<file path="src/rtl/core/lpht_pkg.sv">
`default_nettype none
package lpht_pkg;

	localparam logic [31:0] HASH_SEED  = 32'd3323198485;
	localparam logic [31:0] HASH_MUL   = 32'h5bd1e995;
	localparam int unsigned HASH_SHIFT = 15;

	localparam int unsigned IN_DATA_W  = 104;
	localparam int unsigned OUT_DATA_W = 40;

	typedef enum logic {
		CMD_INSERT = 1'b0,
		CMD_FIND   = 1'b1
	} cmd_t;

	typedef enum logic [1:0] {
		ST_OK        = 2'd0,
		ST_NOT_FOUND = 2'd1,
		ST_FULL      = 2'd2
	} status_t;

	typedef enum logic [1:0] {
		HS_IDLE,
		HS_ROUND,
		HS_MOD
	} hash_state_t;

	typedef enum logic [2:0] {
		TS_CLEAR,
		TS_IDLE,
		TS_HASH,
		TS_READ,
		TS_CHECK
	} tbl_state_t;

endpackage
`default_nettype wire

</file>
<file path="src/rtl/core/linear_probe_hash_table.sv">
// Open-addressing hash table with linear probing, keyed by strings of up to
// KEY_CHARS bytes.
// Input channel s_*: one request per handshake. s_tuser carries the command
// (insert or find); s_tdata carries key bytes, key length and entry value.
// Output channel m_*: exactly one result per request, status and found value.
// After reset the table runs a clearing pass over the slot memory and takes
// no request until it ends.
// Steps per request: accept, start of the hash unit, hash rounds over the
// key bytes on the shared 32x32 multiplier, modulo reduction (4 bits per
// cycle), then per probed slot a registered memory read and a compare,
// which also loads the result.
// s_tready is high only while no request is in progress; a finished result
// sits in the output register, so the next request is taken while it waits.
// If the receiver stalls with a result still held, the next request stops at
// its final probe until the output register frees up.
`default_nettype none
module linear_probe_hash_table #(
	parameter int unsigned CAPACITY  = 32,
	parameter int unsigned KEY_CHARS = 8
) (
	input  wire logic                                   clk,
	input  wire logic                                   arst_n,
	input  wire logic                                   s_tvalid,
	output logic                                        s_tready,
	// key_bytes[63:0], key_len[67:64], entry_value[99:68], zero pad
	input  wire logic [lpht_pkg::IN_DATA_W-1:0]         s_tdata,
	// cmd[0]
	input  wire logic [0:0]                             s_tuser,
	output logic                                        m_tvalid,
	input  wire logic                                   m_tready,
	// status[1:0], found_value[33:2], zero pad
	output logic [lpht_pkg::OUT_DATA_W-1:0]             m_tdata
);

	localparam int unsigned IW = $clog2(CAPACITY);
	localparam int unsigned KB = 8 * KEY_CHARS;
	localparam int unsigned WW = KB + 37;
	localparam int unsigned VB = KB + 36;

	lpht_pkg::tbl_state_t state_q, state_d;

	logic [WW-1:0] mem [CAPACITY];
	logic [WW-1:0] rdata_q;
	logic          mem_we;
	logic [IW-1:0] mem_waddr;
	logic [WW-1:0] mem_wdata;

	logic [IW-1:0] clr_q;
	logic [IW-1:0] idx_q;
	logic [IW-1:0] n_q;

	lpht_pkg::cmd_t cmd_q;
	logic [63:0]   key_q;
	logic [3:0]    len_q;
	logic [31:0]   val_q;

	logic                   m_tvalid_q;
	lpht_pkg::status_t      status_q;
	logic signed [31:0]     found_q;

	logic          accept;
	logic          out_free;
	logic [3:0]    len_sat;
	logic [63:0]   key_m;
	logic          hash_start;
	logic          hash_done;
	logic [IW-1:0] hash_idx;
	logic          u_hash_idle_q;

	logic              rd_valid;
	logic              rd_match;
	logic              last_probe;
	logic              chk_done;
	logic              chk_write;
	lpht_pkg::status_t chk_status;
	logic [31:0]       chk_value;
	logic [IW-1:0]     idx_next;

	assign accept   = s_tvalid && s_tready;
	assign out_free = !m_tvalid_q || m_tready;

	assign len_sat = (s_tdata[67:64] > 4'(KEY_CHARS)) ? 4'(KEY_CHARS) : s_tdata[67:64];

	always_comb begin
		for (int i = 0; i < 8; i++) begin
			key_m[8*i +: 8] = (4'(i) < len_sat) ? s_tdata[8*i +: 8] : 8'd0;
		end
	end

	lpht_hash #(
		.CAPACITY (CAPACITY)
	) u_hash (
		.clk    (clk),
		.arst_n (arst_n),
		.start  (hash_start),
		.key    (key_q),
		.len    (len_q),
		.done   (hash_done),
		.idx    (hash_idx)
	);

	always_ff @(posedge clk) begin
		if (mem_we) begin
			mem[mem_waddr] <= mem_wdata;
		end
		rdata_q <= mem[idx_q];
	end

	assign rd_valid   = rdata_q[VB];
	assign rd_match   = rd_valid && (rdata_q[KB+35:KB+32] == len_q)
	                    && (rdata_q[KB+31:32] == key_q[KB-1:0]);
	assign last_probe = (n_q == IW'(CAPACITY - 1));
	assign idx_next   = (idx_q == IW'(CAPACITY - 1)) ? '0 : idx_q + IW'(1);

	always_comb begin
		chk_done   = 1'b0;
		chk_write  = 1'b0;
		chk_status = lpht_pkg::ST_NOT_FOUND;
		chk_value  = 32'd0;
		if (cmd_q == lpht_pkg::CMD_INSERT) begin
			priority if (!rd_valid) begin
				chk_done   = 1'b1;
				chk_write  = 1'b1;
				chk_status = lpht_pkg::ST_OK;
			end else if (last_probe) begin
				chk_done   = 1'b1;
				chk_status = lpht_pkg::ST_FULL;
			end else begin
				chk_done = 1'b0;
			end
		end else begin
			priority if (!rd_valid) begin
				chk_done = 1'b1;
			end else if (rd_match) begin
				chk_done   = 1'b1;
				chk_status = lpht_pkg::ST_OK;
				chk_value  = rdata_q[31:0];
			end else if (last_probe) begin
				chk_done = 1'b1;
			end else begin
				chk_done = 1'b0;
			end
		end
	end

	always_comb begin
		state_d = state_q;
		unique case (state_q)
			lpht_pkg::TS_CLEAR: begin
				if (clr_q == IW'(CAPACITY - 1)) begin
					state_d = lpht_pkg::TS_IDLE;
				end
			end
			lpht_pkg::TS_IDLE: begin
				if (accept) begin
					state_d = lpht_pkg::TS_HASH;
				end
			end
			lpht_pkg::TS_HASH: begin
				if (hash_done) begin
					state_d = lpht_pkg::TS_READ;
				end
			end
			lpht_pkg::TS_READ: begin
				state_d = lpht_pkg::TS_CHECK;
			end
			lpht_pkg::TS_CHECK: begin
				if (!chk_done) begin
					state_d = lpht_pkg::TS_READ;
				end else if (out_free) begin
					state_d = lpht_pkg::TS_IDLE;
				end
			end
			default: state_d = lpht_pkg::TS_IDLE;
		endcase
	end

	always_comb begin
		s_tready   = (state_q == lpht_pkg::TS_IDLE);
		hash_start = (state_q == lpht_pkg::TS_HASH) && !hash_done
		             && (u_hash_idle_q);
		mem_we     = 1'b0;
		mem_waddr  = idx_q;
		mem_wdata  = {1'b1, len_q, key_q[KB-1:0], val_q};
		unique case (state_q)
			lpht_pkg::TS_CLEAR: begin
				mem_we    = 1'b1;
				mem_waddr = clr_q;
				mem_wdata = '0;
			end
			lpht_pkg::TS_CHECK: begin
				mem_we = chk_write && out_free;
			end
			default: begin
				mem_we = 1'b0;
			end
		endcase
	end

	always_ff @(posedge clk or negedge arst_n) begin
		if (!arst_n) begin
			state_q       <= lpht_pkg::TS_CLEAR;
			clr_q         <= '0;
			m_tvalid_q    <= 1'b0;
			u_hash_idle_q <= 1'b1;
		end else begin
			state_q <= state_d;
			if (state_q == lpht_pkg::TS_CLEAR) begin
				clr_q <= clr_q + IW'(1);
			end
			if (accept) begin
				u_hash_idle_q <= 1'b1;
			end else if (hash_start) begin
				u_hash_idle_q <= 1'b0;
			end
			if (state_q == lpht_pkg::TS_CHECK && chk_done && out_free) begin
				m_tvalid_q <= 1'b1;
			end else if (m_tready) begin
				m_tvalid_q <= 1'b0;
			end
		end
	end

	always_ff @(posedge clk) begin
		if (accept) begin
			cmd_q <= lpht_pkg::cmd_t'(s_tuser[0]);
			key_q <= key_m;
			len_q <= len_sat;
			val_q <= s_tdata[99:68];
		end
		if (hash_done) begin
			idx_q <= hash_idx;
			n_q   <= '0;
		end else if (state_q == lpht_pkg::TS_CHECK && !chk_done) begin
			idx_q <= idx_next;
			n_q   <= n_q + IW'(1);
		end
		if (state_q == lpht_pkg::TS_CHECK && chk_done && out_free) begin
			status_q <= chk_status;
			found_q  <= chk_value;
		end
	end

	assign m_tvalid = m_tvalid_q;
	assign m_tdata  = {6'd0, found_q, status_q};

	a_result_from_check: assert property (@(posedge clk) disable iff (!arst_n)
		$rose(m_tvalid_q) |-> $past(state_q) == lpht_pkg::TS_CHECK)
		else $error("result loaded outside probe check");

	a_write_empty_only: assert property (@(posedge clk) disable iff (!arst_n)
		(state_q == lpht_pkg::TS_CHECK && mem_we) |-> !rdata_q[VB])
		else $error("insert overwrites an occupied slot");

	a_hash_in_hash_state: assert property (@(posedge clk) disable iff (!arst_n)
		hash_done |-> state_q == lpht_pkg::TS_HASH)
		else $error("hash result outside hash phase");

	a_probe_bound: assert property (@(posedge clk) disable iff (!arst_n)
		state_q == lpht_pkg::TS_CHECK |-> n_q <= IW'(CAPACITY - 1))
		else $error("probe count beyond capacity");

	a_hold_result: assert property (@(posedge clk) disable iff (!arst_n)
		(m_tvalid_q && !m_tready) |=> m_tvalid_q && $stable(status_q) && $stable(found_q))
		else $error("stalled result changed");

endmodule
`default_nettype wire

</file>
<file path="src/rtl/core/lpht_hash.sv">
`default_nettype none
module lpht_hash #(
	parameter int unsigned CAPACITY = 32
) (
	input  wire logic                        clk,
	input  wire logic                        arst_n,
	input  wire logic                        start,
	input  wire logic [63:0]                 key,
	input  wire logic [3:0]                  len,
	output logic                             done,
	output logic [$clog2(CAPACITY)-1:0]      idx
);

	localparam int unsigned IW = $clog2(CAPACITY);
	localparam int unsigned RW = IW + 1;

	lpht_pkg::hash_state_t state_q, state_d;

	logic [63:0]   key_q;
	logic [3:0]    left_q;
	logic          first_q;
	logic [31:0]   prod_q;
	logic [31:0]   hsh_q;
	logic [RW-1:0] rem_q;
	logic [2:0]    mcnt_q;

	logic [31:0]   cur;
	logic [31:0]   mix;
	logic [31:0]   prod_d;
	logic [RW-1:0] rem_d;

	assign cur    = first_q ? lpht_pkg::HASH_SEED
	                        : (prod_q ^ (prod_q >> lpht_pkg::HASH_SHIFT));
	assign mix    = cur ^ {24'd0, key_q[7:0]};
	assign prod_d = mix * lpht_pkg::HASH_MUL;

	always_comb begin
		logic [RW-1:0] r;
		logic [RW-1:0] r2;
		r  = rem_q;
		r2 = '0;
		for (int i = 0; i < 4; i++) begin
			r2 = {r[RW-2:0], hsh_q[31-i]};
			if (r2 >= RW'(CAPACITY)) begin
				r2 = r2 - RW'(CAPACITY);
			end
			r = r2;
		end
		rem_d = r;
	end

	always_comb begin
		state_d = state_q;
		unique case (state_q)
			lpht_pkg::HS_IDLE: begin
				if (start) begin
					state_d = lpht_pkg::HS_ROUND;
				end
			end
			lpht_pkg::HS_ROUND: begin
				if (left_q == 4'd0) begin
					state_d = lpht_pkg::HS_MOD;
				end
			end
			lpht_pkg::HS_MOD: begin
				if (mcnt_q == 3'd7) begin
					state_d = lpht_pkg::HS_IDLE;
				end
			end
			default: state_d = lpht_pkg::HS_IDLE;
		endcase
	end

	always_comb begin
		done = (state_q == lpht_pkg::HS_MOD) && (mcnt_q == 3'd7);
		idx  = rem_d[IW-1:0];
	end

	always_ff @(posedge clk or negedge arst_n) begin
		if (!arst_n) begin
			state_q <= lpht_pkg::HS_IDLE;
		end else begin
			state_q <= state_d;
		end
	end

	always_ff @(posedge clk) begin
		unique case (state_q)
			lpht_pkg::HS_IDLE: begin
				key_q   <= key;
				left_q  <= len;
				first_q <= 1'b1;
			end
			lpht_pkg::HS_ROUND: begin
				if (left_q == 4'd0) begin
					hsh_q  <= cur;
					rem_q  <= '0;
					mcnt_q <= 3'd0;
				end else begin
					prod_q  <= prod_d;
					key_q   <= key_q >> 8;
					left_q  <= left_q - 4'd1;
					first_q <= 1'b0;
				end
			end
			lpht_pkg::HS_MOD: begin
				hsh_q  <= hsh_q << 4;
				rem_q  <= rem_d;
				mcnt_q <= mcnt_q + 3'd1;
			end
			default: begin
				first_q <= 1'b1;
			end
		endcase
	end

endmodule
`default_nettype wire
</file>
<file path="config.mk">
export PLATFORM = sky130hd
export DESIGN_NAME = linear_probe_hash_table
export DESIGN_NICKNAME = d
export VERILOG_FILES = /design/src/rtl/core/lpht_pkg.sv /design/src/rtl/core/linear_probe_hash_table.sv /design/src/rtl/core/lpht_hash.sv
export SDC_FILE = /design/constraint.sdc
export NUM_CORES = 2
export LEC_CHECK = 0
export BUFFER_PORTS_ARGS = -buffer_cell sky130_fd_sc_hd__buf_2
export CORE_MARGIN = 2
export CORE_UTILIZATION = 45
export CTS_CLUSTER_SIZE = 24
export DETAILED_ROUTE_END_ITERATION = 6
export PLACE_DENSITY_LB_ADDON = 0.05
export REMOVE_ABC_BUFFERS = 1
export SYNTH_ARGS = -nofsm -noshare
export SYNTH_HDL_FRONTEND = slang
export SYNTH_HIERARCHICAL = 1
export SYNTH_SLANG_ARGS = --single-unit
export TNS_END_PERCENT = 10
</file>
<file path="constraint.sdc">
create_clock -name clk -period 19.5 [get_ports clk]
set_input_delay 0.975 -clock clk [delete_from_list [all_inputs] [get_ports clk]]
set_output_delay 0.975 -clock clk [all_outputs]
set_load 0.005 [all_outputs]
</file>
==> flow_summary_export.csv <==
group,metric,value,unit
detailed_routing,avgViaCountPerCell,5.88,
yosys,synth_cell_types,72,
die,coreArea,0.324,mm^2
placement,place_area,0.153,mm^2
detailed_routing,drc,0,
global_route,grt_pass1_vias,71964,
yosys,yosysWarnings,6,
yosys,synth_top_cell_by_area,"edfxtp_1",
global_route,grtUsageTotal,24.3,%
placement,pre_cts_slack,11.65,ns
timing,finalHoldViolations,0,
yosys,ys_seq_area_share,73.6,%
finish,fin_cells,11827,
finish,area_delta_synth_final,13.0,%
finish,fin_nets,7662,
clock_tree,cts_resized,0,
detailed_routing,first_iter_violations,7416,
timing,rsz0062_at_grt,"no",
finish,drive_above_1_share,27.4,%
placement,place_inst,11101,
die,fp.dieH,574,um
global_route,grt_pass1_wl,562000,um
die,io_pins,151,
timing,timing.slew.headroom,12.0,%
detailed_routing,drtAntennaViolNets,0,
clock_tree,numCtsBuffers,386,
yosys,async_flop_share,0.331,%
die,floorplan.die_area,0.330,mm^2
die,die_x,574,um
critical_path,worstSetupPathType,"reg -> reg",
yosys,synthTopCellsByCount,"3509 x edfxtp_1, 1010 x mux4_2, 346 x inv_1",
finish,final_area,0.165,mm^2
die,start_util,45.2,%
detailed_routing,firstDrtPassIters,6,
detailed_routing,wl_met2,195000,um
yosys,synth-edff-count,3509,
clock_tree,path_clk_slew,0.06,ns
global_route,grt_max_degree,141,
timing,slew_viol_final,0,
clock_tree,root_buffer,"clkbuf_16",
global_route,antenna_found_initial,23,
flow_run,cap_viol_max_count,0,
yosys,synth_area,0.146,mm^2
worst_hold_path,hold_path_class,"in -> reg",
timing,final.min_clock_period,7.82,ns
die,num_rows,209,
placement,gp_congestion,0.777,
finish,multi_input_area,0.0363,mm^2
worst_hold_path,whs_path_depth,1,
global_route,gr-total-overflow,0,
detailed_routing,wl_met3,22100,um
yosys,ys_seq_elements,3627,
placement,portBuffers,140,
detailed_routing,highest_layer,"met5",
yosys,avgSynthCellArea,21.6,um^2
clock_tree,tritoncts,"yes",
timing,fin_tns_setup,0,ns
critical_path,critPathMaxFanout,36,
timing,finalSetupViolCount,0,
critical_path,worstRegToRegCells,27,
clock_tree,cts.sinks,3627,
clock_tree,clk_latency,0.96,ns
yosys,syn_inst,6766,
timing,clock_skew,0.0829,ns
yosys,yosys-top-cells-area,"edfxtp_1 72%, mux4_2 16%, fa_1 2.4%",
yosys,yosysMostFrequentCell,"edfxtp_1",
timing,worst_slew_pin_slew,1.32,ns
yosys,synth_top_area_share,72.0,%
critical_path,crit_arrival,8.46,ns
placement,hpwl,205000,um
timing,setup_slack,11.68,ns
detailed_routing,route.vias.total,69532,
yosys,synthFlopType,"edfxtp_1",
timing,fin_crit_sh,40.1,%
clock_tree,cts_max_path_buffers,4,
detailed_routing,wl_met1,174000,um
critical_path,endpoint_kind,"flip-flop",
finish,seq_area,0.108,mm^2
run_status,status,"finished clean",
detailed_routing,wl_per_cell,33.8,um
critical_path,required,20.14,ns
timing,max_freq,128,MHz
clock_tree,htreeDepth,5,
critical_path,cp-start-kind,"flip-flop",
finish,fill_cells,25790,
detailed_routing,wirelength,399000,um
path summary, 6_finish.rpt:
path                                     start                end  slack, ns
worst max register to register  u_hash/first_q  u_hash/prod_q[31]      11.68
min in group asynchronous               arst_n           m_tvalid       0.52
worst max-delay path            u_hash/first_q  u_hash/prod_q[31]      11.68
worst min register to register          n_q[3]             n_q[3]       0.49
max in group asynchronous               arst_n      u_hash_idle_q      18.65
worst min-delay path               s_tdata[81]          val_q[13]       0.19
registers in the layout (all words and copies together), names as in the netlist, 2 cells and up:
register / count
found_q: 32
u_hash/state_q: 2
val_q: 32
mem: 3232
u_hash/left_q: 4
key_q: 64
status_q: 2
n_q: 5
rdata_q: 101
clr_q: 5
u_hash/prod_q: 32
u_hash/key_q: 64
idx_q: 5
u_hash/mcnt_q: 3
len_q: 4
state_q: 3
u_hash/hsh_q: 32
final cells by class:
class                   instances  share of cell area (%)
repair buffers                309                    1.32
clock buffers                 544                    6.54
inverters                     347                   0.793
multi-input cells            2494                    22.0
clock inverters               171                   0.944
diodes                         10                  0.0151
well taps                    4325                    3.27
flip-flops and latches       3627                    65.2
worst max-delay path, cell delays in order (launching register included):
cell	delay, ns
edfxtp_1	0.32
buf_4	0.37
nor2_1	0.18
xnor2_2	0.40
inv_1	0.40
xnor2_1	0.49
ha_1	0.21
or2_1	0.20
ha_1	0.18
inv_1	0.05
fa_1	0.42
fa_1	0.54
inv_1	0.06
fa_1	0.46
fa_1	0.43
fa_1	0.51
inv_1	0.05
fa_1	0.48
inv_1	0.04
ha_1	0.32
a21oi_1	0.36
nor2b_1	0.08
o21ai_0	0.17
nand2b_1	0.15
a21o_1	0.21
a21o_1	0.18
a41oi_2	0.20
xnor2_1	0.10
cell families after synthesis:
| group | Yosys count | share of synthesized area, % |
|---|---|---|
| xor+xnor | 168 | 1.01 |
| flops | 3627 | 73.6 |
| other cells | 1 | 0.00256 |
| simple gates | 672 | 2.31 |
| buf+inv | 650 | 1.81 |
| mux | 1128 | 16.4 |
| compound gates | 131 | 0.602 |
| fa+ha+maj | 389 | 4.22 |
per-stage QoR:
| step | utilization, % | hold WS [ns] |
|---|---|---|
| after floorplan | - | 0.448 |
| after global placement | 47.2 | 0.461 |
| after detailed placement | 47.2 | 0.473 |
| after CTS | 51.1 | 0.111 |
| after global routing | 51.1 | 0.146 |
| final | 51.1 | 0.191 |
repair_timing:
action	4_1_cts	5_1_grt
hold buffers	1	0
endpoints found under the hold margin	11	0
buffers inserted	0	0
layer usage:
metal	vias up	global-route usage [%]
met1	38705	35.4
met5	-	0
met3	483	2.97
li1	28214	-
met4	6	5.54
met2	2124	39.5
placed cells by master (no fill, tap or decap), types with 10 or more instances in the layout:
cell,n
edfxtp_1,3509
mux4_2,1010
clkbuf_16,395
inv_1,344
nand2_1,232
ha_1,213
fa_1,175
buf_4,151
xnor2_1,141
buf_2,140
and2_1,126
mux2_2,112
clkbuf_1,111
dfxtp_1,106
nor2b_1,73
nor2_1,72
clkinv_2,65
clkinv_1,58
clkbuf_8,38
and3_1,37
nor2_4,34
o21ai_0,32
a21oi_1,29
xor2_1,25
bufinv_16,21
buf_12,17
nand4_1,14
nand2b_1,13
nand3_1,11
dfrtp_1,11
diode_2,10
Power is not shown: default switching activity piles up to over one toggle a cycle in this logic, so the estimate is an artifact.
